**config.mk**
```make
export PLATFORM = sky130hd
export DESIGN_NAME = hcg_fifo
export DESIGN_NICKNAME = d
export VERILOG_FILES = /design/src/hdl/hcg_pkg.sv /design/src/hdl/hcg_fifo.sv
export SDC_FILE = /design/constraint.sdc
export NUM_CORES = 1
export LEC_CHECK = 0
export ABC_AREA = 1
export ABC_CLOCK_PERIOD_IN_PS = 17300
export BUFFER_PORTS_ARGS = -buffer_cell sky130_fd_sc_hd__buf_2
export CAP_MARGIN = 40
export CORE_AREA = 5 5 293 295
export CTS_CLUSTER_DIAMETER = 80
export DETAILED_ROUTE_END_ITERATION = 16
export DIE_AREA = 0 0 298 300
export SLEW_MARGIN = 20
export SYNTH_ARGS = -nofsm -noshare
export SYNTH_HDL_FRONTEND = slang
export SYNTH_SLANG_ARGS = --single-unit
export TNS_END_PERCENT = 1
```
**constraint.sdc**
```tcl
create_clock -name clock -period 17.3 [get_ports clock]
set_input_delay 0.865 -clock clock [delete_from_list [all_inputs] [get_ports clock]]
set_output_delay 0.865 -clock clock [all_outputs]
set_load 0.02 [all_outputs]
```
**src/hdl/hcg_pkg.sv**
```systemverilog
// Shared types, constants and register codes of the hit cluster grouper.
package hcg_pkg;

   localparam int FRAME_DEPTH = 64;
   localparam int IDX_W       = $clog2(FRAME_DEPTH);
   localparam int CNT_W       = IDX_W + 1;
   localparam int MAX_GROUP   = 8;
   localparam int GRP_W       = $clog2(MAX_GROUP);
   localparam int ES_W        = 16 + GRP_W;
   localparam int ESUM_W      = ES_W + 1;
   localparam int MC_W        = 8 + GRP_W;
   localparam int PROD_W      = 50;
   localparam int NUM_W       = PROD_W + GRP_W;
   localparam int DVD_W       = NUM_W + 1;
   localparam int DVS_W       = ES_W + 1;
   localparam int DC_W        = $clog2(DVD_W + 1);
   localparam int QUEUE_DEPTH = 4;
   localparam int QP_W        = $clog2(QUEUE_DEPTH);
   localparam int QC_W        = QP_W + 1;
   localparam int CSR_AW      = 6;
   localparam int CSR_DW      = 64;

   localparam logic [16:0] E17_MAX = 17'h1FFFF;

   localparam logic [2:0] REG_RADIUS_SQUARED = 3'd0;
   localparam logic [2:0] REG_TIME_WINDOW    = 3'd1;
   localparam logic [2:0] REG_OVERLAP_MARGIN = 3'd2;
   localparam logic [2:0] REG_MAX_HITS       = 3'd3;
   localparam logic [2:0] REG_ENERGY_MIN     = 3'd4;
   localparam logic [2:0] REG_ENERGY_MAX     = 3'd5;

   typedef struct packed {
      logic [47:0]        hit_time;
      logic [15:0]        hit_region;
      logic signed [15:0] hit_x;
      logic signed [15:0] hit_y;
      logic signed [15:0] hit_z;
      logic [15:0]        hit_energy;
      logic [15:0]        hit_missing_energy;
      logic [7:0]         hit_missing_count;
      logic [47:0]        frame_start;
      logic [47:0]        frame_end;
      logic               frame_last;
   } req_type;

   typedef struct packed {
      logic               photon_valid;
      logic               photon_last;
      logic [47:0]        photon_time;
      logic [15:0]        photon_region;
      logic signed [15:0] photon_x;
      logic signed [15:0] photon_y;
      logic signed [15:0] photon_z;
      logic [16:0]        photon_energy;
      logic [16:0]        photon_missing_energy;
      logic [10:0]        photon_missing_count;
      logic [3:0]         photon_hit_count;
   } rsp_type;

   typedef struct packed {
      logic [47:0]        t;
      logic [15:0]        region;
      logic signed [15:0] x;
      logic signed [15:0] y;
      logic signed [15:0] z;
      logic [15:0]        e;
      logic [15:0]        me;
      logic [7:0]         mc;
   } hit_type;

   typedef struct packed {
      logic [33:0] radius_squared;
      logic [31:0] time_window;
      logic [31:0] overlap_margin;
      logic [3:0]  max_hits;
      logic [16:0] energy_min;
      logic [16:0] energy_max;
   } cfg_type;

endpackage

```
**src/hdl/hcg_fifo.sv**
```systemverilog
// Short item queue between the front and back parts.
module hcg_fifo (
   input  logic             clock,
   input  logic             reset,
   input  logic             push,
   input  hcg_pkg::req_type push_data,
   input  logic             pop,
   output hcg_pkg::req_type pop_data,
   output logic             full,
   output logic             empty
);

   hcg_pkg::req_type q_mem [hcg_pkg::QUEUE_DEPTH];
   logic [hcg_pkg::QP_W-1:0] wp_ff, wp_in, rp_ff, rp_in;
   logic [hcg_pkg::QC_W-1:0] cnt_ff, cnt_in;

   assign full     = (cnt_ff == hcg_pkg::QC_W'(hcg_pkg::QUEUE_DEPTH));
   assign empty    = (cnt_ff == '0);
   assign pop_data = q_mem[rp_ff];

   always_comb begin
      wp_in  = wp_ff;
      rp_in  = rp_ff;
      cnt_in = cnt_ff;
      if (push) begin
         wp_in = wp_ff + 1'b1;
      end
      if (pop) begin
         rp_in = rp_ff + 1'b1;
      end
      if (push && !pop) begin
         cnt_in = cnt_ff + 1'b1;
      end else if (!push && pop) begin
         cnt_in = cnt_ff - 1'b1;
      end
   end

   always_ff @(posedge clock) begin
      if (reset) begin
         wp_ff  <= '0;
         rp_ff  <= '0;
         cnt_ff <= '0;
      end else begin
         wp_ff  <= wp_in;
         rp_ff  <= rp_in;
         cnt_ff <= cnt_in;
      end
   end

   always_ff @(posedge clock) begin
      if (push) begin
         q_mem[wp_ff] <= push_data;
      end
   end

endmodule

```
==> results of run 1 <==
==> sequential cells by signal, indices dropped and copies added (netlist names), named ones only <==
| register | count |
|---|---|
| q_mem | 996 |
| rp_ff | 2 |
| wp_ff | 2 |
| cnt_ff | 3 |
==> cell usage after synthesis <==
cell	n
a21oi_1	3
buf_2	48
buf_4	3
buf_6	3
clkbuf_1	111
dfxtp_1	9
edfxtp_1	996
fa_1	1
ha_1	5
inv_1	15
inv_2	2
nand2_1	9
nand3_1	1
nand4_1	1
nor2_1	504
nor3_1	2
o21ai_0	502
o21ai_1	1
o22ai_1	249
xor2_1	1
==> power groups by stage <==
stage	Sequential [mW]	Combinational, mW	Clock (mW)
after floorplan	2.88	0.314	0
after global placement	2.86	0.530	0
after detailed placement	2.86	0.558	0
after CTS	2.81	0.559	2.15
after global routing	2.82	0.598	2.26
final	2.81	0.552	2.10
==> area by class of cell <==
cell class / instances / area share (%)
inverter: 17 / 0.241
sequential: 1005 / 68.1
antenna: 23 / 0.130
clock inverter: 56 / 1.23
clock buffer: 128 / 6.05
tap: 1080 / 3.06
multi-input combinational: 1279 / 13.9
timing repair buffer: 546 / 7.29
==> per-stage QoR <==
step	utilization (%)	cell area (um2)	instances	setup WS (ns)
floorplan	-	37000	2466	11.03
global placement	48.7	40400	3908	12.67
detailed placement	49.3	40800	3925	12.55
CTS	53.2	44100	4109	11.83
global route	53.3	44200	4127	12.11
finish	53.3	44200	4134	12.41
==> metal layers <==
metal	global-route usage [%]	up-vias	wire (um)
met5	0	-	182
met4	6.45	26	2330
met3	5.29	162	6450
met2	34.0	648	47400
met1	23.5	11400	34700
li1	-	10400	-
==> cells by family after synthesis <==
group | Yosys count | share of synthesized area [%]
DFF | 1005 | 81.3
AOI/OAI and AO/OA | 755 | 11.1
and+or+nand+nor | 517 | 5.26
buffers and inverters | 182 | 2.10
adders and majority gates | 6 | 0.223
xor gates and xnor gates | 1 | 0.0237
==> worst paths after layout <==
kind / start / to
setup / recovery: flop / pop_data[94]
setup reg to reg: wp_ff[0] / q_mem[2][103]
hold reg to reg: rp_ff[1] / flop
hold / removal: reset / cnt_ff[0]
==> summary.md, run 1 <==
| Metric | Value |
|---|---|
| Status | `finished, final reports clean` |
| First-pass GRT wire length | `135000 um` |
| Max_cap viols | `0` |
| Slew Limit Fails | `0` |
| Register bit total from synthesis | `1005` |
| RSZ-0062 raised after global routing | `no` |
| Distinct cells, synth | `20` |
| GPL Wtd Cong | `0.775` |
| Hold path depth | `2` |
| WP buf/inv | `6` |
| Final hold viol count | `0` |
| Fraction of layout cells with a size suffix above 1 | `22.8%` |
| Internal | `4.16 mW` |
| Worst path required time | `16.43 ns` |
| Synth Net Count | `2725` |
| Psw | `1.31 mW` |
| Vias in the first global route | `22400` |
| Core area | `82900 um2` |
| Wire per inst | `22.0 um` |
| Path depth of the worst reg2reg path | `8` |
| Count of final setup violators | `0` |
| Cell taking the most area after synthesis | `edfxtp_1` |
| Register area | `30100 um2` |
| Syn Area/Cell | `15.0 um2` |
| Average via count per standard cell | `5.47` |
| Clock network power share | `38.4%` |
| Chip height | `300 um` |
| Worst setup skew after layout | `0.0177 ns` |
| Critical-path top delay cell | `dfxtp_4` |
| Crit end category | `output pin` |
| Worst-skew pair later-pin latency | `0.65 ns` |
| Synth top area share | `80.8%` |
| Die X | `298 um` |
| Worst slew margin | `39.5%` |
| # rows | `106` |
| Sequential power share | `51.5%` |
| TNS Setup | `0 ns` |
| Clock transition at path regs | `0.06 ns` |
| Hpwl dp | `55200 um` |
| Mapped Cells | `2466` |
| PostCTS Resize Cnt | `0` |
| Die area | `89400 um2` |
| Max Buffers Root-to-Sink | `3` |
| Largest net degree at the start of global routing | `187` |
| Starting Density | `44.6%` |
| NumNets Final | `3210` |
| Multi-input logic area | `6130 um2` |
| Startpoint types | `flop` |
| Fmax | `204 MHz` |
| Routed WL | `91100 um` |
| Pleak | `15.2 nW` |
| CP dominant cell by count | `buf_4` |
| IO Pins | `504` |
| Combinational share of power | `10.1%` |
| DRC Markers | `0` |
| Critical path type | `flop to output pin` |
| Hold Slack | `0.401 ns` |
| GR Util All Layers | `19.4%` |
| Commonest non-fill, non-tap cell in the layout | `edfxtp_1` |
| Peak VDD IR | `0.0916 mV` |
| Port Buffers | `503` |
| CTS tree | `done` |
| WP data arrival | `4.03 ns` |
| CTS Buf Count | `102` |
| Initial antenna violation count | `35` |
| Pwr Density | `124 nW/um2` |
| Detail Route Antenna Nets | `0` |
| Pre-Repair DR Iteration Count | `7` |
| Layout area overhead | `19.4%` |
| Actual slew at the worst max-slew pin | `0.907 ns` |
| Clk root buf | `clkbuf_16` |
| Sw Share | `23.9%` |
| Seq/Total Area, Yosys | `81.3%` |
| Top post-synthesis cells by area | `edfxtp_1 (81%), o21ai_0 (6.8%), nor2_1 (5.1%), o22ai_1 (4.2%), clkbuf_1 (1.1%)` |
| Worst hold path class | `input port to flop` |
| Most frequent cells in the layout | `edfxtp_1 (996), nor2_1 (504), buf_2 (503)` |
| Grt ovf | `0` |
| Levels on crit path | `8` |
| Tmin final | `4.89 ns` |
| Reg2Reg Setup Slack | `14.22 ns` |
| Filler Cell Count | `6757` |
| Largest delay share family, worst path | `buffers and inverters` |
| Critical path cell sequence | `buf_4 -> buf_4 -> buf_16 -> buf_4 -> buf_16 -> o21ai_0 -> o22ai_1 -> buf_2` |
| Max incr delay on CP | `0.79 ns` |
| Post-CTS setup buffers | `0` |
| H-tree level count | `3` |
| Yosys Warn Count | `0` |
| Vias | `22600` |
| Worst-path fanout max | `89` |
| Hold buffer count at cts | `0` |
| Post-Syn Area | `37000 um2` |
| Overall Power | `5.47 mW` |
| Initial drt markers | `1720` |
| Fin crit share | `28.3%` |
| # clock sinks | `1005` |
Note: power is estimated with default switching activity, not from simulation.
==> run 2, diff against run 1 <==
--- a/config.mk
+++ b/config.mk
@@ -6,13 +6,14 @@
 export NUM_CORES = 1
 export LEC_CHECK = 0
 export ABC_AREA = 1
-export ABC_CLOCK_PERIOD_IN_PS = 17300
+export ABC_CLOCK_PERIOD_IN_PS = 4300
 export BUFFER_PORTS_ARGS = -buffer_cell sky130_fd_sc_hd__buf_2
 export CAP_MARGIN = 40
 export CORE_AREA = 5 5 293 295
 export CTS_CLUSTER_DIAMETER = 80
 export DETAILED_ROUTE_END_ITERATION = 16
 export DIE_AREA = 0 0 298 300
+export PLACE_DENSITY = 0.67
 export SLEW_MARGIN = 20
 export SYNTH_ARGS = -nofsm -noshare
 export SYNTH_HDL_FRONTEND = slang
==> constraint.sdc (replaced) <==
create_clock -name clock -period 4.3 [get_ports clock]
set_input_delay 0.215 -clock clock [delete_from_list [all_inputs] [get_ports clock]]
set_output_delay 0.215 -clock clock [all_outputs]
set_load 0.02 [all_outputs]
==> run 2 against run 1 <==
  * Design area increased by 5.4%
  * Final cell count is 5.9% higher
  * Worst hold slack worse by 0.10 ns
  * Power increased to 4.0 times the previous value
  * Global-route usage up 0.83 points
  * Critical path type unchanged
  * Highest routed layer unchanged
==> summary.md, run 2 (synthesis gave the netlist of run 1 again) <==
| Metric | Value |
|---|---|
| Status | `finished, final reports clean` |
| Worst-skew pair later-pin latency | `0.65 ns` |
| CTS Buf Count | `100` |
| Critical path type | `flop to output pin` |
| Critical-path top delay cell | `inv_8` |
| Crit end category | `output pin` |
| Worst hold path class | `input port to flop` |
| Largest delay share family, worst path | `buffers and inverters` |
| Die X | `298 um` |
| Most frequent cells in the layout | `edfxtp_1 (996), nor2_1 (504), buf_2 (503)` |
| GR Layer Usage met2 | `35.0%` |
| WP data arrival | `3.19 ns` |
| NumNets Final | `3467` |
| IO Pins | `504` |
| Fmax | `293 MHz` |
| Layout Cells excl Fill | `4376` |
| Hold Slack | `0.298 ns` |
| Initial antenna violation count | `11` |
| Worst path required time | `4.09 ns` |
| Fraction of layout cells with a size suffix above 1 | `21.4%` |
| WP buf/inv | `4` |
| Pleak | `16.2 nW` |
| GR Layer Usage met3 | `4.44%` |
| Routed WL | `95100 um` |
| DRC Markers | `0` |
| Layout area overhead | `25.8%` |
| Detail Route Antenna Nets | `0` |
| Max incr delay on CP | `0.54 ns` |
| Vias | `24300` |
| RSZ-0062 raised after global routing | `no` |
| CTS tree | `done` |
| Largest register FFs | `996` |
| Clock transition at path regs | `0.06 ns` |
| PostCTS Resize Cnt | `0` |
| Final instance area | `46600 um2` |
| Final hold viol count | `0` |
| GR Layer Usage met1 | `25.1%` |
| Setup WS post-layout | `0.890 ns` |
| Top reg by flops | `q_mem` |
| Worst setup skew after layout | `0.0209 ns` |
| # clock sinks | `1005` |
| Count of final setup violators | `0` |
| Tmin final | `3.41 ns` |
| Die area | `89400 um2` |
| Pwr Density | `474 nW/um2` |
| Post-Place Cells | `3932` |
| Pre-CTS setup slack | `1.56 ns` |
| GR Util All Layers | `20.3%` |
| Slew Limit Fails | `0` |
| Starting Density | `44.6%` |
| Hpwl dp | `54000 um` |
| Worst-path fanout max | `124` |
| DP Area | `40800 um2` |
| Fin crit share | `79.3%` |
| TNS Setup | `0 ns` |
| Max Buffers Root-to-Sink | `3` |
| Actual slew at the worst max-slew pin | `1.04 ns` |
| Gr busiest metal | `met2` |
| GPL Wtd Cong | `0.767` |
| Clk root buf | `clkbuf_16` |
| Grt ovf | `0` |
| Commonest non-fill, non-tap cell in the layout | `edfxtp_1` |
| Port Buffers | `503` |
| Core area | `82900 um2` |
| Pre-Repair DR Iteration Count | `7` |
| Max_cap viols | `0` |
| Initial drt markers | `2006` |
| Largest net degree at the start of global routing | `218` |
| Wire per inst | `21.7 um` |
| Worst slew margin | `30.4%` |
| H-tree level count | `3` |
| Peak VDD IR | `0.362 mV` |
| Average via count per standard cell | `5.55` |
| Startpoint types | `flop` |
| Critical path cell sequence | `buf_16 -> inv_8 -> buf_12 -> o21ai_0 -> o22ai_1 -> buf_2` |
| Vias in the first global route | `24500` |
| Chip height | `300 um` |
| First-pass GRT wire length | `143000 um` |
| # rows | `106` |
| Top Registers | `q_mem: 996 flops, cnt_ff: 3 flops` |
run 2: cell count changes in the layout (fill, tap and decap cells not counted), moves of 4 or more:
| cell | previous run | this run |
|---|---|---|
| clkinv_1 | 21 | 32 |
| buf_4 | 22 | 28 |
| clkbuf_1 | 25 | 14 |
| buf_16 | 17 | 4 |
| inv_8 | 5 | 1 |
| buf_12 | 3 | 18 |
| inv_6 | 1 | 5 |
| clkinv_2 | 19 | 13 |
| dlygate4sd3_1 | 0 | 252 |
| diode_2 | 23 | 11 |
| clkinvlp_4 | 4 | 8 |
run 2: final cells by class:
class / count / area, um2
Antenna cell: 11 / 27.5
Clock buffer: 117 / 2630
Clock inverter: 62 / 493
Fill cell: 6376 / 36300
Inverter: 17 / 91.3
Multi-Input combinational cell: 1279 / 6140
Sequential cell: 1005 / 30100
Tap cell: 1080 / 1350
Timing Repair Buffer: 805 / 5720
run 2: what timing repair did:
action | CTS | global route
setup endpoints to repair | 0 | 0
endpoints found under the hold margin | 1005 | 0
setup buffers | 0 | 0
hold buffers | 252 | 0
run 2: routing by layer:
metal  share of wire [%]  vias to the layer above
met5               0.028                        -
met4                 3.5                        4
met3                 7.4                      175
met2                  51                     1042
met1                  38                    12200
li1                    -                    10900
run 2: final timing paths:
kind / from / to / slack, ns / cells past startpoint
hold / removal: reset / cnt_ff[0] / 0.30 / 3
hold reg to reg: rp_ff[1] / flop / 0.46 / 1
setup reg to reg: wp_ff[0] / q_mem[3][62] / 2.01 / 4
setup / recovery: flop / pop_data[233] / 0.89 / 6
run 2: report_power, final:
part	internal (mW)	switching, mW	leakage [nW]
Sequential	11.2	0.103	9.22
Combinational	0.779	1.68	5.46
Clock	4.77	3.52	1.52
run 2: per-stage QoR:
| stage | power (mW) | util, % |
|---|---|---|
| 3_5_place_dp | 13.8 | 49.3 |
| 2_1_floorplan | 12.8 | - |
| 4_1_cts | 22.2 | 56.1 |
| 6_report | 22.1 | 56.2 |
| 5_1_grt | 22.9 | 56.1 |
| 3_3_place_gp | 13.7 | 49.1 |
run 2: tightest hold or removal path, cell delays in order:
cell	delay (ns)
dlygate4sd3_1	0.52
buf_2	0.11
nor2_1	0.04
==> run 3, diff against run 2 <==
--- a/config.mk
+++ b/config.mk
@@ -6,7 +6,7 @@
 export NUM_CORES = 1
 export LEC_CHECK = 0
 export ABC_AREA = 1
-export ABC_CLOCK_PERIOD_IN_PS = 4300
+export ABC_CLOCK_PERIOD_IN_PS = 2750
 export BUFFER_PORTS_ARGS = -buffer_cell sky130_fd_sc_hd__buf_2
 export CAP_MARGIN = 40
 export CORE_AREA = 5 5 293 295
==> constraint.sdc (replaced) <==
create_clock -name clock -period 2.75 [get_ports clock]
set_input_delay 0.1375 -clock clock [delete_from_list [all_inputs] [get_ports clock]]
set_output_delay 0.1375 -clock clock [all_outputs]
set_load 0.02 [all_outputs]
==> run 3 against run 2 <==
  * Via count increased by 0.23%
  * Final cell count increased by 0.91%
  * Non-clock buffer count increased by 30
  * Sequential cell count unchanged
  * Utilization increased by 0.78 points
  * Worst hold slack got worse by 0.089 ns
  * Combinational power increased by 60%
  * Clock power increased by 69%
  * Largest power group unchanged
  * Sequential share of layout area decreased by 0.89 points
  * Sequential power increased by 57%
  * Largest cell class unchanged
==> summary.md, run 3 (synthesis gave the netlist of run 1 again) <==
| Metric | Value |
|---|---|
| Status | `finished, final reports clean` |
| Fin crit share | `95.2%` |
| Worst hold path class | `input port to flop` |
| DP Area | `41100 um2` |
| Starting Density | `44.6%` |
| Worst-path fanout max | `154` |
| Most frequent cells in the layout | `edfxtp_1 (996), nor2_1 (504), buf_2 (503)` |
| Worst hold endpoint | `cnt_ff[0]` |
| Worst-skew pair later-pin latency | `0.65 ns` |
| Critical path cell sequence | `buf_16 -> o21ai_0 -> o22ai_1 -> buf_2` |
| Pwr Density | `754 nW/um2` |
| Core area | `82900 um2` |
| CTS Buf Count | `101` |
| CTS tree | `done` |
| Layout area overhead | `27.6%` |
| Worst path required time | `2.61 ns` |
| IO Pins | `504` |
| Pleak | `16.6 nW` |
| Actual slew at the worst max-slew pin | `0.768 ns` |
| Reg2Reg Setup Slack | `0.77 ns` |
| Top reg by flops | `q_mem` |
| Wire per inst | `21.5 um` |
| Worst setup skew after layout | `0.0181 ns` |
| Die area | `89400 um2` |
| Hold path depth | `3` |
| Critical-path top delay cell | `dfxtp_4` |
| Largest register FFs | `996` |
| Hpwl dp | `56000 um` |
| Fmax | `382 MHz` |
| Die X | `298 um` |
| Slew Limit Fails | `0` |
| Initial antenna violation count | `10` |
| Peak VDD IR | `0.603 mV` |
| Largest net degree at the start of global routing | `155` |
| Top Registers | `q_mem: 996 flops, cnt_ff: 3 flops` |
| WP data arrival | `2.48 ns` |
| Average via count per standard cell | `5.51` |
| Startpoint types | `flop` |
| RSZ-0062 raised after global routing | `no` |
| Crit end category | `output pin` |
| Max_cap viols | `0` |
| Reg2reg start | `wp_ff[1]` |
| Commonest non-fill, non-tap cell in the layout | `edfxtp_1` |
| WP buf/inv | `2` |
| Port Buffers | `503` |
| Count of final setup violators | `0` |
| NumNets Final | `3498` |
| Grt ovf | `0` |
| Max incr delay on CP | `0.45 ns` |
| Final hold viol count | `0` |
| # rows | `106` |
| Vias in the first global route | `24700` |
| R2r endpoint | `q_mem[1][206]` |
| Clock transition at path regs | `0.06 ns` |
| Clk root buf | `clkbuf_16` |
| Min-Delay Startpoint | `reset` |
| Worst slew margin | `48.8%` |
| Final Core Density | `56.9%` |
| Initial drt markers | `2001` |
| Largest delay share family, worst path | `buffers and inverters` |
| Chip height | `300 um` |
| GR Util All Layers | `20.4%` |
| Pre-Repair DR Iteration Count | `5` |
| Path depth of the worst reg2reg path | `5` |
| Detail Route Antenna Nets | `0` |
| H-tree level count | `3` |
| # clock sinks | `1005` |
| Vias | `24300` |
| Critical path type | `flop to output pin` |
| GPL Wtd Cong | `0.803` |
| Max Buffers Root-to-Sink | `3` |
| First-pass GRT wire length | `144000 um` |
| Routed WL | `95200 um` |
| Fraction of layout cells with a size suffix above 1 | `22.8%` |
| Tmin final | `2.62 ns` |
| DRC Markers | `0` |
| Final instance area | `47200 um2` |
## run 3: cell types whose count changed in the layout (fill, tap and decap cells not counted), sizes merged
cell and delta:
buf +29, bufbuf +1, bufinv +6, clkbuf +4, clkinv -1, clkinvlp +1
## run 3: cell type report
cell class | instances | area [um2]
Fill cell | 6306 | 35700
Sequential cell | 1005 | 30100
Multi-Input combinational cell | 1279 | 6160
Timing Repair Buffer | 835 | 6030
Clock buffer | 121 | 2710
Tap cell | 1080 | 1350
Clock inverter | 68 | 732
Inverter | 17 | 96.3
Antenna cell | 11 | 27.5
## run 3: through the flow
stage | cells | worst slack, ns | total power [mW] | hold slack [ns] | setup TNS, ns
floorplan | 2466 | -1.97 | 20.0 | 0.210 | -1953.22
global placement | 3960 | 0.511 | 21.5 | 0.319 | 0
detailed placement | 3960 | 0.485 | 21.6 | 0.323 | 0
CTS | 4405 | 0.0503 | 35.9 | 0.148 | 0
global route | 4411 | 0.0248 | 36.9 | 0.188 | 0
finish | 4416 | 0.131 | 35.6 | 0.209 | 0
## run 3: what timing repair did
item / in CTS / in global routing
buffers inserted: 3 / 0
hold endpoints to repair: 1005 / 0
gates cloned: 1 / 0
hold buffers: 252 / 0
gates resized for setup: 4 / 2
endpoints found under the setup margin: 3 / 5
## run 3: worst max path at each step
stage / from / to / slack, ns / cells after the start
global placement: flop / pop_data[175] / 0.51 / 5
CTS: flop / pop_data[81] / 0.05 / 5
finish: flop / pop_data[69] / 0.13 / 4
detailed placement: flop / pop_data[175] / 0.48 / 5
floorplan: wp_ff[0] / q_mem[0][0] / -1.97 / 4
global route: flop / pop_data[175] / 0.02 / 5
## run 3: routing by layer
layer  track usage, %  vias up  share of wire (%)
li1                 -    10900                  -
met1             25.5    12100                 38
met2             35.0     1097                 51
met3             4.49      188                8.0
met4             7.86        0                3.6
met5                0        -                  0
## run 3: worst min-delay path, stage by stage
cell           delay, ns
dlygate4sd3_1       0.52
buf_2               0.11
nor2_1              0.04
## run 3: power breakdown
part,switching (mW),leakage [nW],internal [mW]
Clock,5.72,1.68,8.28
Sequential,0.150,9.22,17.5
Combinational,2.66,5.66,1.28
Total,8.53,16.6,27.1
