--- src/hdl/hcg_pkg.sv ---
// Shared types, constants and register codes of the hit cluster grouper.
package hcg_pkg;

   localparam int FRAME_DEPTH = 64;
   localparam int IDX_W       = $clog2(FRAME_DEPTH);
   localparam int CNT_W       = IDX_W + 1;
   localparam int MAX_GROUP   = 8;
   localparam int GRP_W       = $clog2(MAX_GROUP);
   localparam int ES_W        = 16 + GRP_W;
   localparam int ESUM_W      = ES_W + 1;
   localparam int MC_W        = 8 + GRP_W;
   localparam int PROD_W      = 50;
   localparam int NUM_W       = PROD_W + GRP_W;
   localparam int DVD_W       = NUM_W + 1;
   localparam int DVS_W       = ES_W + 1;
   localparam int DC_W        = $clog2(DVD_W + 1);
   localparam int QUEUE_DEPTH = 4;
   localparam int QP_W        = $clog2(QUEUE_DEPTH);
   localparam int QC_W        = QP_W + 1;
   localparam int CSR_AW      = 6;
   localparam int CSR_DW      = 64;

   localparam logic [16:0] E17_MAX = 17'h1FFFF;

   localparam logic [2:0] REG_RADIUS_SQUARED = 3'd0;
   localparam logic [2:0] REG_TIME_WINDOW    = 3'd1;
   localparam logic [2:0] REG_OVERLAP_MARGIN = 3'd2;
   localparam logic [2:0] REG_MAX_HITS       = 3'd3;
   localparam logic [2:0] REG_ENERGY_MIN     = 3'd4;
   localparam logic [2:0] REG_ENERGY_MAX     = 3'd5;

   typedef struct packed {
      logic [47:0]        hit_time;
      logic [15:0]        hit_region;
      logic signed [15:0] hit_x;
      logic signed [15:0] hit_y;
      logic signed [15:0] hit_z;
      logic [15:0]        hit_energy;
      logic [15:0]        hit_missing_energy;
      logic [7:0]         hit_missing_count;
      logic [47:0]        frame_start;
      logic [47:0]        frame_end;
      logic               frame_last;
   } req_type;

   typedef struct packed {
      logic               photon_valid;
      logic               photon_last;
      logic [47:0]        photon_time;
      logic [15:0]        photon_region;
      logic signed [15:0] photon_x;
      logic signed [15:0] photon_y;
      logic signed [15:0] photon_z;
      logic [16:0]        photon_energy;
      logic [16:0]        photon_missing_energy;
      logic [10:0]        photon_missing_count;
      logic [3:0]         photon_hit_count;
   } rsp_type;

   typedef struct packed {
      logic [47:0]        t;
      logic [15:0]        region;
      logic signed [15:0] x;
      logic signed [15:0] y;
      logic signed [15:0] z;
      logic [15:0]        e;
      logic [15:0]        me;
      logic [7:0]         mc;
   } hit_type;

   typedef struct packed {
      logic [33:0] radius_squared;
      logic [31:0] time_window;
      logic [31:0] overlap_margin;
      logic [3:0]  max_hits;
      logic [16:0] energy_min;
      logic [16:0] energy_max;
   } cfg_type;

endpackage

--- src/hdl/hcg_front.sv ---
// Front part: register port and input item acceptance into the queue.
module hcg_front (
   input  logic                        clock,
   input  logic                        reset,
   input  logic                        req_valid,
   output logic                        req_stall,
   input  logic                        queue_full,
   output logic                        queue_push,
   input  logic                        psel,
   input  logic                        penable,
   input  logic                        pwrite,
   input  logic [hcg_pkg::CSR_AW-1:0]  paddr,
   input  logic [hcg_pkg::CSR_DW-1:0]  pwdata,
   output logic [hcg_pkg::CSR_DW-1:0]  prdata,
   output logic                        pready,
   output hcg_pkg::cfg_type            cfg
);

   hcg_pkg::cfg_type cfg_ff, cfg_in;
   logic [2:0] reg_idx;
   logic       wr_en;

   assign reg_idx    = paddr[hcg_pkg::CSR_AW-1:3];
   assign pready     = 1'b1;
   assign wr_en      = psel && penable && pwrite;
   assign req_stall  = queue_full;
   assign queue_push = req_valid && !queue_full;
   assign cfg        = cfg_ff;

   always_comb begin
      cfg_in = cfg_ff;
      if (wr_en) begin
         case (reg_idx)
            hcg_pkg::REG_RADIUS_SQUARED: cfg_in.radius_squared = pwdata[33:0];
            hcg_pkg::REG_TIME_WINDOW:    cfg_in.time_window    = pwdata[31:0];
            hcg_pkg::REG_OVERLAP_MARGIN: cfg_in.overlap_margin = pwdata[31:0];
            hcg_pkg::REG_MAX_HITS:       cfg_in.max_hits       = pwdata[3:0];
            hcg_pkg::REG_ENERGY_MIN:     cfg_in.energy_min     = pwdata[16:0];
            hcg_pkg::REG_ENERGY_MAX:     cfg_in.energy_max     = pwdata[16:0];
            default: ;
         endcase
      end
   end

   always_comb begin
      case (reg_idx)
         hcg_pkg::REG_RADIUS_SQUARED: prdata = 64'(cfg_ff.radius_squared);
         hcg_pkg::REG_TIME_WINDOW:    prdata = 64'(cfg_ff.time_window);
         hcg_pkg::REG_OVERLAP_MARGIN: prdata = 64'(cfg_ff.overlap_margin);
         hcg_pkg::REG_MAX_HITS:       prdata = 64'(cfg_ff.max_hits);
         hcg_pkg::REG_ENERGY_MIN:     prdata = 64'(cfg_ff.energy_min);
         hcg_pkg::REG_ENERGY_MAX:     prdata = 64'(cfg_ff.energy_max);
         default:                     prdata = '0;
      endcase
   end

   always_ff @(posedge clock) begin
      if (reset) begin
         cfg_ff.radius_squared <= '0;
         cfg_ff.time_window    <= '0;
         cfg_ff.overlap_margin <= '0;
         cfg_ff.max_hits       <= 4'd8;
         cfg_ff.energy_min     <= '0;
         cfg_ff.energy_max     <= hcg_pkg::E17_MAX;
      end else begin
         cfg_ff <= cfg_in;
      end
   end

endmodule

--- config.mk ---
export PLATFORM = sky130hd
export DESIGN_NAME = hcg_front
export DESIGN_NICKNAME = d
export VERILOG_FILES = /design/src/hdl/hcg_pkg.sv /design/src/hdl/hcg_front.sv
export SDC_FILE = /design/constraint.sdc
export NUM_CORES = 1
export LEC_CHECK = 0
export BUFFER_PORTS_ARGS = -buffer_cell sky130_fd_sc_hd__buf_2
export CORE_UTILIZATION = 45
export DETAILED_ROUTE_END_ITERATION = 10
export GPL_TIMING_DRIVEN = 0
export HOLD_SLACK_MARGIN = 0.12
export PLACE_DENSITY = 0.85
export SLEW_MARGIN = 20
export SYNTH_ARGS = -nofsm -noshare
export SYNTH_HDL_FRONTEND = slang
export SYNTH_SLANG_ARGS = --single-unit
--- constraint.sdc ---
create_clock -name clock -period 1.8 [get_ports clock]
set_input_delay 0.18 -clock clock [delete_from_list [all_inputs] [get_ports clock]]
set_output_delay 0.18 -clock clock [all_outputs]
set_load 0.02 [all_outputs]
==> metrics.txt, run 1 <==
total number of vias 6,264; Cell Int Power 5.77 mW; number of nets in the layout 1,060; endpoints failing setup 0; Critical Path End Type primary output; worst r2r src cfg[36]; simple-gate share of the synthesized area 18.9%; status complete, but fails checks; largest family of logic cells by synthesized area multiplexers; Net Sw Power 1.81 mW; number of synthesized register bits 136; Area growth, synth to finish 35.3%; Worst-Margin Slew 0.726 ns; worst-case clock buffer depth 2; Setup Skew 0 ns; CTS buffer count 17; setup ws final 0.0352 ns; Fin Hold WS 0.134 ns; sequential cell area fraction in the yosys report 39.8%; max FFs per register 136; commonest non-fill, non-tap cell in the layout buf_2; Leakage Power 4.67 nW; critical path class in2out; sw frac 23.9%; most frequent cells in the layout 221 x buf_2, 154 x mux2i_1, 150 x nand2b_1; met2 Track Usage GR 49.2%; grt peak-use layer met2; later-pin clock latency in the skew report 0.42 ns; H-tree Lvls 4; Synth Area in Compound Gates 6.96%; synth unique cells 35; total track usage 29.5%; initial core utilization 46.6%; Period minus WS final 1.76 ns; vias in the first global route 6,268; Worst path max stage delay 0.35 ns; failing checks design-rule violations; GR Layer Usage met1 36.0%; Clock Tree Root clkbuf_16; routed length per instance 19.5 um; launch point of the worst path paddr[4]; synth warn 0; multiplexer area fraction after synthesis 26.1%; largest net degree at the start of global routing 20; multi-input logic area 3690 um^2; Crit Path Max Fanout 19; Buffers & Inverters on Critical Path 4; Initial DRC Count 386; Hold Vio Cnt, Final 0; Syn Inst Count 690; Placement Setup Slack -0.275 ns; CTS tree yes; PwrDens 818 nW/um^2; max_cap viols 0; Mapped Area 6850 um^2; Comb pwr share 11.1%; Post-Synth Adder-Cell Area 0%; post-CTS setup buffers 0; share of layout cells above drive strength 1 33.7%; Seq pwr share 40.3%; Residual DRC 18; DP Area 8250 um^2; Row Count 44; period utilization 98.0%; Avg Cell Area, Syn 9.93 um^2; met3 GRT Util 7.49%; Hold Path Origin pwdata[17]; Clock transition at path regs 0.06 ns; gr ovfl total 0; placed instance count 1,116; GPL Wtd Cong 0.838; slowest cell on the critical path buf_4; die height 125 um; xor/xnor share of the synthesized area 0%; crit-path leading delay family buffers and inverters; final WL 23,100 um; drt pass-1 iters 7; Post-synth EDFFs 0; Chip Width 125 um; asr flop ratio synth 0%; Die Area 15,700 um^2; critical path, cell by cell buf_2, buf_8, buf_4, mux2i_1, a2bb2oi_1, nor2_1, buf_2; Slew HR 51.3%; Critical Path AT 1.58 ns; initial antenna violation count 1; clock power share 48.7%; CP required 1.62 ns; Final Util 63.0%; Most common cell on crit path buf_2; Layout Cell Area excl Fill 9270 um^2; first-pass GRT wire length 35,200 um; Reg area 2720 um^2; clock tree sinks 136; Fillers 1,257; # IOs 280; core area 14,700 um^2; Primary FF master, synth dfxtp_1; Hold WC Path Type in2reg; startpoint types input port; final-report max-slew violation count 0; vias per cell 5.31; worst vdd rail ir drop 0.000575 V; ANT nets after route 0; post-detail-place hpwl 16,000 um; Non-Filler Instances 1,180; maximum clock frequency 0.567 GHz; PortBufs 213
cells in the mapped netlist, types with 3 or more instances:
master | instances | share of area, %
buf_6 | 8 | 1.3
a221oi_1 | 6 | 0.77
o21ai_0 | 8 | 0.58
nor2_1 | 56 | 3.1
mux2_2 | 18 | 3.0
and2_1 | 3 | 0.27
dfxtp_1 | 136 | 40
buf_4 | 40 | 4.4
buf_2 | 15 | 1.1
o21a_1 | 5 | 0.55
clkbuf_1 | 22 | 1.2
nor2b_1 | 7 | 0.64
o22ai_1 | 7 | 0.64
mux2i_1 | 154 | 23
a22oi_1 | 16 | 1.8
a2bb2oi_1 | 15 | 1.9
nand2b_1 | 150 | 14
area by class of cell:
class                      count  share of cell area (%)
multi-input combinational    496                    39.8
sequential                   136                    29.4
timing repair buffer         246                    15.1
buffer                        85                    6.56
clock buffer                  23                    5.05
tap                          184                    2.48
clock inverter                 8                    1.57
inverter                       1                  0.0405
antenna                        1                  0.0270
through the flow:
| stage | TNS, ns | total power, mW |
|---|---|---|
| 3_5_place_dp | -5.24 | 3.87 |
| 4_1_cts | 0 | 7.57 |
| 5_1_grt | -0.000782 | 7.76 |
| 3_3_place_gp | -4.59 | 3.86 |
| 6_report | 0 | 7.58 |
| 2_1_floorplan | 0 | 3.62 |
per-layer routing:
layer / up-vias / part of all wire [%]
met3: 52 / 7.7
met5: - / 0
met2: 301 / 47
met1: 3021 / 42
li1: 2890 / -
met4: 0 / 2.9
logic make-up after synthesis:
group                  after synthesis
AND/OR/NAND/NOR                    227
buffers and inverters               87
AO/OA/AOI/OAI                       64
flip-flops                         136
other                                2
multiplexers                       174
final timing paths:
path | end | slack (ns) | depth (start not counted)
hold reg to reg | cfg[134] | 0.48 | 2
setup reg to reg | cfg[36] | 1.03 | 3
hold / removal | cfg[119] | 0.13 | 3
setup / recovery | prdata[24] | 0.04 | 7
power groups by stage:
stage | clock (mW) | sequential (mW) | combinational [mW]
2_1_floorplan | 0 | 3.14 | 0.476
3_3_place_gp | 0 | 3.12 | 0.740
3_5_place_dp | 0 | 3.12 | 0.749
4_1_cts | 3.70 | 3.05 | 0.819
5_1_grt | 3.83 | 3.05 | 0.883
6_report | 3.69 | 3.05 | 0.840
timing repair:
action                                 CTS  global route
hold buffers                            33             0
setup endpoints to repair               34            19
endpoints found under the hold margin   68             0
resized for setup                       15            10
worst reg2reg max path: cells and delay by family, from the launching register on:
kind,cells,cell delay (ns)
flip-flops,1,0.33
AO/OA/AOI/OAI,2,0.19
AND/OR/NAND/NOR,1,0.13
No activity file was read; power rests on OpenSTA's default activity.
==> inputs of run 2 (changes only) <==
--- a/config.mk
+++ b/config.mk
@@ -6,11 +6,11 @@
 export NUM_CORES = 1
 export LEC_CHECK = 0
 export BUFFER_PORTS_ARGS = -buffer_cell sky130_fd_sc_hd__buf_2
-export CORE_UTILIZATION = 45
+export CORE_UTILIZATION = 53
 export DETAILED_ROUTE_END_ITERATION = 10
 export GPL_TIMING_DRIVEN = 0
 export HOLD_SLACK_MARGIN = 0.12
-export PLACE_DENSITY = 0.85
+export PLACE_DENSITY = 0.95
 export SLEW_MARGIN = 20
 export SYNTH_ARGS = -nofsm -noshare
 export SYNTH_HDL_FRONTEND = slang
==> constraint.sdc (replaced) <==
create_clock -name clock -period 1.8 [get_ports clock]
set_input_delay 0 -clock clock [delete_from_list [all_inputs] [get_ports clock]]
set_output_delay 0 -clock clock [all_outputs]
set_load 0.02 [all_outputs]
==> run 2 against run 1 <==
  * The run now ends clean
  * Final area shrank 0.80%
  * Die area shrank 15%
  * First-iteration DRC count grew 13%
  * Clock-buffer cell count grew 2
  * Register-to-register slack lost 0.42 ns
  * Critical path depth is the same
  * Combinational power shrank 0.5%
  * Sequential power is essentially flat
  * Global-route usage grew 5.9 points
  * Via count grew 3.0%
  * Largest cell class unchanged
  * Highest routed layer unchanged
==> metrics.txt, run 2 (synthesized netlist as in run 1, its figures left out) <==
PwrDens 774 nW/um^2 (-5.4%); Placement Setup Slack 0.102 ns (+0.377 ns); core area 12,600 um^2 (-14%); final WL 23,600 um (+2.5%); Setup Skew 0 ns (unchanged); ant diodes 0 (-1); number of nets in the layout 1,070 (+0.94%); Initial DRC Count 438 (+13%); post-CTS setup buffers 0 (unchanged); Comb pwr share 11.7% (+0.6 points); Tot Pwr 7.12 mW (-6.2%); # IOs 280 (unchanged); status finished, final reports clean; r2r endpoint cfg[69]; sw frac 24.6% (+0.73 points); Critical Path Sink cfg[101]; launch point of the worst path paddr[3]; gr ovfl total 0 (unchanged); Net Sw Power 1.75 mW (-3.3%); total track usage 35.5% (+5.9 points); Total Neg Setup Slack 0 ns (unchanged); CP required 2.11 ns (+0.49 ns); commonest non-fill, non-tap cell in the layout buf_2; Crit Path Max Fanout 8 (-11); Die Area 13,400 um^2 (-15%); critical path, cell by cell buf_2, dlygate4sd3_1, nand4_2, or3_1, buf_6, mux2i_1, dlygate4sd3_1; max_cap viols 0 (unchanged); Clock transition at path regs 0.05 ns (about the same); Layout Cell Area excl Fill 9190 um^2 (-0.80%); PortBufs 213 (unchanged); drt pass-1 iters 5 (-2); Hold Vio Cnt, Final 0 (unchanged); Worst path max stage delay 0.56 ns (+0.21 ns); initial antenna violation count 0 (-1); Period minus WS final 1.75 ns (-0.0145 ns); setup ws final 0.0497 ns (+0.0145 ns); H-tree Lvls 4 (unchanged); share of layout cells above drive strength 1 32.6% (-1.1 points); Leakage Power 4.65 nW (-0.45%); largest net degree at the start of global routing 17 (-15%); Seq pwr share 42.9% (+2.6 points); DP Area 8240 um^2 (-0.18%); GPL Wtd Cong 0.819 (-2.4%); endpoints failing setup 0 (unchanged); worst vdd rail ir drop 0.000580 V (+0.86%); Hold WC Path Type in2reg; Worst-Margin Slew 0.758 ns (+0.0323 ns); Critical Path AT 2.06 ns (+0.48 ns); Area growth, synth to finish 34.2%; final-report max-slew violation count 0 (unchanged); max FFs per register 136 (unchanged); total number of vias 6,451 (+3.0%); RSZ-0062 raised after global routing false; period utilization 97.2% (-0.81 points); startpoint types input port; R2R Setup Slk 0.61 ns (-0.42 ns); slowest cell on the critical path dlygate4sd3_1; Fin Hold WS 0.150 ns (+0.0166 ns); Residual DRC 0 (-18); Cell Int Power 5.36 mW (-7.0%); die height 116 um (-7.7%); routed length per instance 20.1 um (+2.9%); maximum clock frequency 0.571 GHz (+0.83%); Slew HR 49.5% (-1.9 points); later-pin clock latency in the skew report 0.42 ns (about the same); ANT nets after route 0 (unchanged); vias per cell 5.49 (+3.4%); Clock Tree Root clkbuf_16; Most common cell on crit path dlygate4sd3_1; first-pass GRT wire length 34,800 um (-0.94%); worst-case clock buffer depth 2 (unchanged); vias in the first global route 6,449 (+2.9%); CTS tree yes; most frequent cells in the layout 228 x buf_2, 154 x mux2i_1, 150 x nand2b_1; CTS buffer count 17 (unchanged); critical path class in2reg; Critical Path End Type flip-flop; clock power share 45.3% (-3.4 points); Chip Width 116 um (-7.7%); clock tree sinks 136 (unchanged); initial core utilization 54.3% (+7.7 points); post-detail-place hpwl 15,400 um (-3.4%); worst reg2reg path depth 3 (unchanged); Row Count 41 (-6.8%); worst r2r src cfg[69]
-- run 2: final cells by class --
class,instances,area (um^2)
plain buffers,86,552
repair buffers,255,1490
inverters,1,3.75
flip-flops and latches,136,2720
fillers,942,3430
multi-input cells,496,3680
clock buffers,25,485
well taps,172,215
clock inverters,4,45.0
-- run 2: per-stage QoR --
stage               util, %  std cells
finish                 72.8       1175
global route           72.8       1175
CTS                    72.8       1175
detailed placement     65.3       1104
global placement       65.3       1104
floorplan                 -        719
-- run 2: power groups by stage --
stage	logic [mW]	registers [mW]	clock network [mW]
final	0.836	3.05	3.23
after global routing	0.881	3.05	3.37
after CTS	0.813	3.05	3.23
after detailed placement	0.740	3.12	0
after global placement	0.729	3.12	0
after floorplan	0.476	3.14	0
-- run 2: how the worst min path moves through the flow --
| stage | startpoint | endpoint | slack, ns | depth (start not counted) |
|---|---|---|---|---|
| 2_1_floorplan | queue_full | queue_push | 0.08 | 1 |
| 3_3_place_gp | queue_full | queue_push | 0.27 | 3 |
| 3_5_place_dp | queue_full | queue_push | 0.27 | 3 |
| 4_1_cts | reset | cfg[35] | 0.12 | 4 |
| 5_1_grt | pwrite | cfg[35] | 0.15 | 4 |
| 6_report | penable | cfg[86] | 0.15 | 4 |
-- run 2: timing repair --
| item | CTS | global route |
|---|---|---|
| hold buffers | 42 | 0 |
| setup endpoints to repair | 0 | 6 |
| hold endpoints to repair | 136 | 0 |
| resized for setup | 0 | 1 |
-- run 2: metal layers --
layer  global-route usage (%)  vias to the layer above  part of all wire [%]
met5                        0                        -                     0
met4                     20.9                        0                   4.3
met3                     10.1                       98                   8.7
met2                     58.6                      374                    48
met1                     41.1                     3081                    39
li1                         -                     2898                     -
-- run 2: critical path, delay by kind of cell --
| family | cells | cell delay [ns] |
|---|---|---|
| buf+inv | 4 | 1.39 |
| simple gates | 2 | 0.54 |
| mux | 1 | 0.12 |
==> inputs of run 3 (changes only) <==
--- a/config.mk
+++ b/config.mk
@@ -6,11 +6,11 @@
 export NUM_CORES = 1
 export LEC_CHECK = 0
 export BUFFER_PORTS_ARGS = -buffer_cell sky130_fd_sc_hd__buf_2
-export CORE_UTILIZATION = 53
+export CORE_UTILIZATION = 44
 export DETAILED_ROUTE_END_ITERATION = 10
 export GPL_TIMING_DRIVEN = 0
 export HOLD_SLACK_MARGIN = 0.12
-export PLACE_DENSITY = 0.95
+export PLACE_DENSITY = 0.87
 export SLEW_MARGIN = 20
 export SYNTH_ARGS = -nofsm -noshare
 export SYNTH_HDL_FRONTEND = slang
==> constraint.sdc (replaced) <==
create_clock -name clock -period 1.44 [get_ports clock]
set_input_delay 0 -clock clock [delete_from_list [all_inputs] [get_ports clock]]
set_output_delay 0 -clock clock [all_outputs]
set_load 0.02 [all_outputs]
==> run 3 against run 2 <==
  * The flow now finishes with violations (negative setup slack)
  * Clock-buffer cell count is the same
  * Final area grew 4.9%
  * Die area grew 20%
  * Critical path depth shrank 4
  * Power grew 34%
  * Utilization shrank 9.4 points
  * Clock power grew 43%
  * Setup slack lost 0.16 ns
  * Largest cell class unchanged
  * Largest power group unchanged
==> metrics.txt, run 3 (synthesized netlist as in run 1, its figures left out) <==
PwrDens 990 nW/um^2 (+28%); Period minus WS final 1.55 ns; final WL 24,300 um (+2.8%); Hold Vio Cnt, Final 0 (unchanged); Setup Skew 0 ns (unchanged); status complete, but fails checks; vias in the first global route 6,165 (-4.4%); Area growth, synth to finish 40.7%; Hold WC Path Type in2reg; setup ws final -0.109 ns (-0.158 ns); vias per cell 5.36 (-2.4%); CTS tree yes; final-report max-slew violation count 0 (unchanged); total number of vias 6,435 (-0.25%); critical path class reg2out; max FFs per register 136 (unchanged); commonest non-fill, non-tap cell in the layout buf_2; startpoint types flip-flop; Crit Path Max Fanout 2 (-6); worst vdd rail ir drop 0.000860 V (+48%); Chip Width 127 um (+9.6%); clock tree sinks 136 (unchanged); Clock Tree Root clkbuf_16; failing checks negative setup slack; most frequent cells in the layout 208 x buf_2, 154 x mux2i_1, 150 x nand2b_1; total track usage 29.4% (-6.1 points); max_cap viols 0 (unchanged); Placement Setup Slack -0.413 ns (-0.514 ns); Reg area 2760 um^2 (+1.5%); Slew HR 58.8% (+9.4 points); Hold Crit Depth 4 (unchanged); RSZ-0062 raised after global routing true; H-tree Lvls 4 (unchanged); Leakage Power 4.82 nW (+3.8%); Tot Pwr 9.54 mW (+34%); initial antenna violation count 0 (unchanged); Row Count 45 (+9.8%); die height 127 um (+9.6%); PortBufs 213 (unchanged); Die Area 16,100 um^2 (+20%); Fillers 1,206 (+28%); gr ovfl total 0 (unchanged); GPL Wtd Cong 0.838 (+2.3%); ant diodes 0 (unchanged); first-pass GRT wire length 35,300 um (+1.4%); CTS buffer count 17 (unchanged); routed length per instance 20.2 um (+0.53%); drt pass-1 iters 5 (unchanged); Residual DRC 0 (unchanged); Clock transition at path regs 0.06 ns (about the same); worst reg2reg path depth 4 (+1); Total Neg Setup Slack -0.509 ns (-0.509 ns); post-detail-place hpwl 16,300 um (+5.2%); number of nets in the layout 1,078 (+0.75%); multi-input logic area 3820 um^2 (+3.7%); later-pin clock latency in the skew report 0.42 ns (about the same); core area 15,200 um^2 (+20%); ANT nets after route 0 (unchanged); Initial DRC Count 415 (-5.3%); Critical Path End Type primary output; CP required 1.44 ns (-0.67 ns); Final Util 63.4% (-9.4 points); Fin Hold WS 0.146 ns (-0.00388 ns); maximum clock frequency 0.646 GHz; endpoints failing setup 10 (+10); initial core utilization 45.1% (-9.2 points); worst-case clock buffer depth 2 (unchanged); # IOs 280 (unchanged); largest net degree at the start of global routing 17 (unchanged); period utilization 108%; share of layout cells above drive strength 1 39.5% (+6.9 points); Critical Path AT 1.55 ns (-0.51 ns); Worst-Margin Slew 0.618 ns (-0.141 ns)
[run 3: cell count changes in the layout (fill, tap and decap cells not counted), sizes merged]
cell / delta
buf: +13
dlygate4sd3: -5
bufinv: +2
clkinv: -1
clkinvlp: +1
[run 3: cell type report]
| type | instances | share of cell area (%) |
|---|---|---|
| Buffer | 86 | 6.22 |
| Clock buffer | 25 | 5.35 |
| Clock inverter | 6 | 1.16 |
| Inverter | 1 | 0.0389 |
| Multi-Input combinational cell | 496 | 39.6 |
| Sequential cell | 136 | 28.7 |
| Tap cell | 188 | 2.44 |
| Timing Repair Buffer | 263 | 16.5 |
[run 3: power breakdown]
group / total (mW) / leakage [nW] / switching [mW] / internal [mW]
registers: 3.82 / 1.11 / 0.0246 / 3.79
clock network: 4.61 / 0.306 / 1.61 / 2.99
logic: 1.12 / 3.41 / 0.636 / 0.480
total: 9.54 / 4.82 / 2.27 / 7.27
[run 3: path summary, 6_finish.rpt]
path | start | endpoint | slack, ns
setup / recovery | cfg[35] | prdata[1] | -0.11
hold / removal | paddr[5] | cfg[118] | 0.15
setup reg to reg | cfg[35] | cfg[35] | 0.54
hold reg to reg | cfg[112] | cfg[112] | 0.48
[run 3: repair_timing]
action                                  4_1_cts  5_1_grt
endpoints found under the setup margin       34       35
setup buffers                                 3       10
pin swaps                                     5       10
endpoints found under the hold margin       136        0
hold buffers                                 37        0
gates resized for setup                      44       56
[run 3: critical path, cell delays in order (launching register included)]
cell	delay, ns
dfxtp_2	0.32
mux4_2	0.47
a22o_1	0.20
buf_6	0.13
[run 3: metrics by stage]
step | cell area, um^2 | cells
3_5_place_dp | 8260 | 1120
4_1_cts | 9390 | 1191
3_3_place_gp | 8260 | 1120
2_1_floorplan | 6960 | 719
5_1_grt | 9640 | 1201
6_report | 9640 | 1201
[run 3: routing by layer]
metal	global-route usage, %	share of wire, %
met1	33.9	39
met2	51.9	49
met5	0	0
met3	8.60	9.0
met4	10.0	2.6
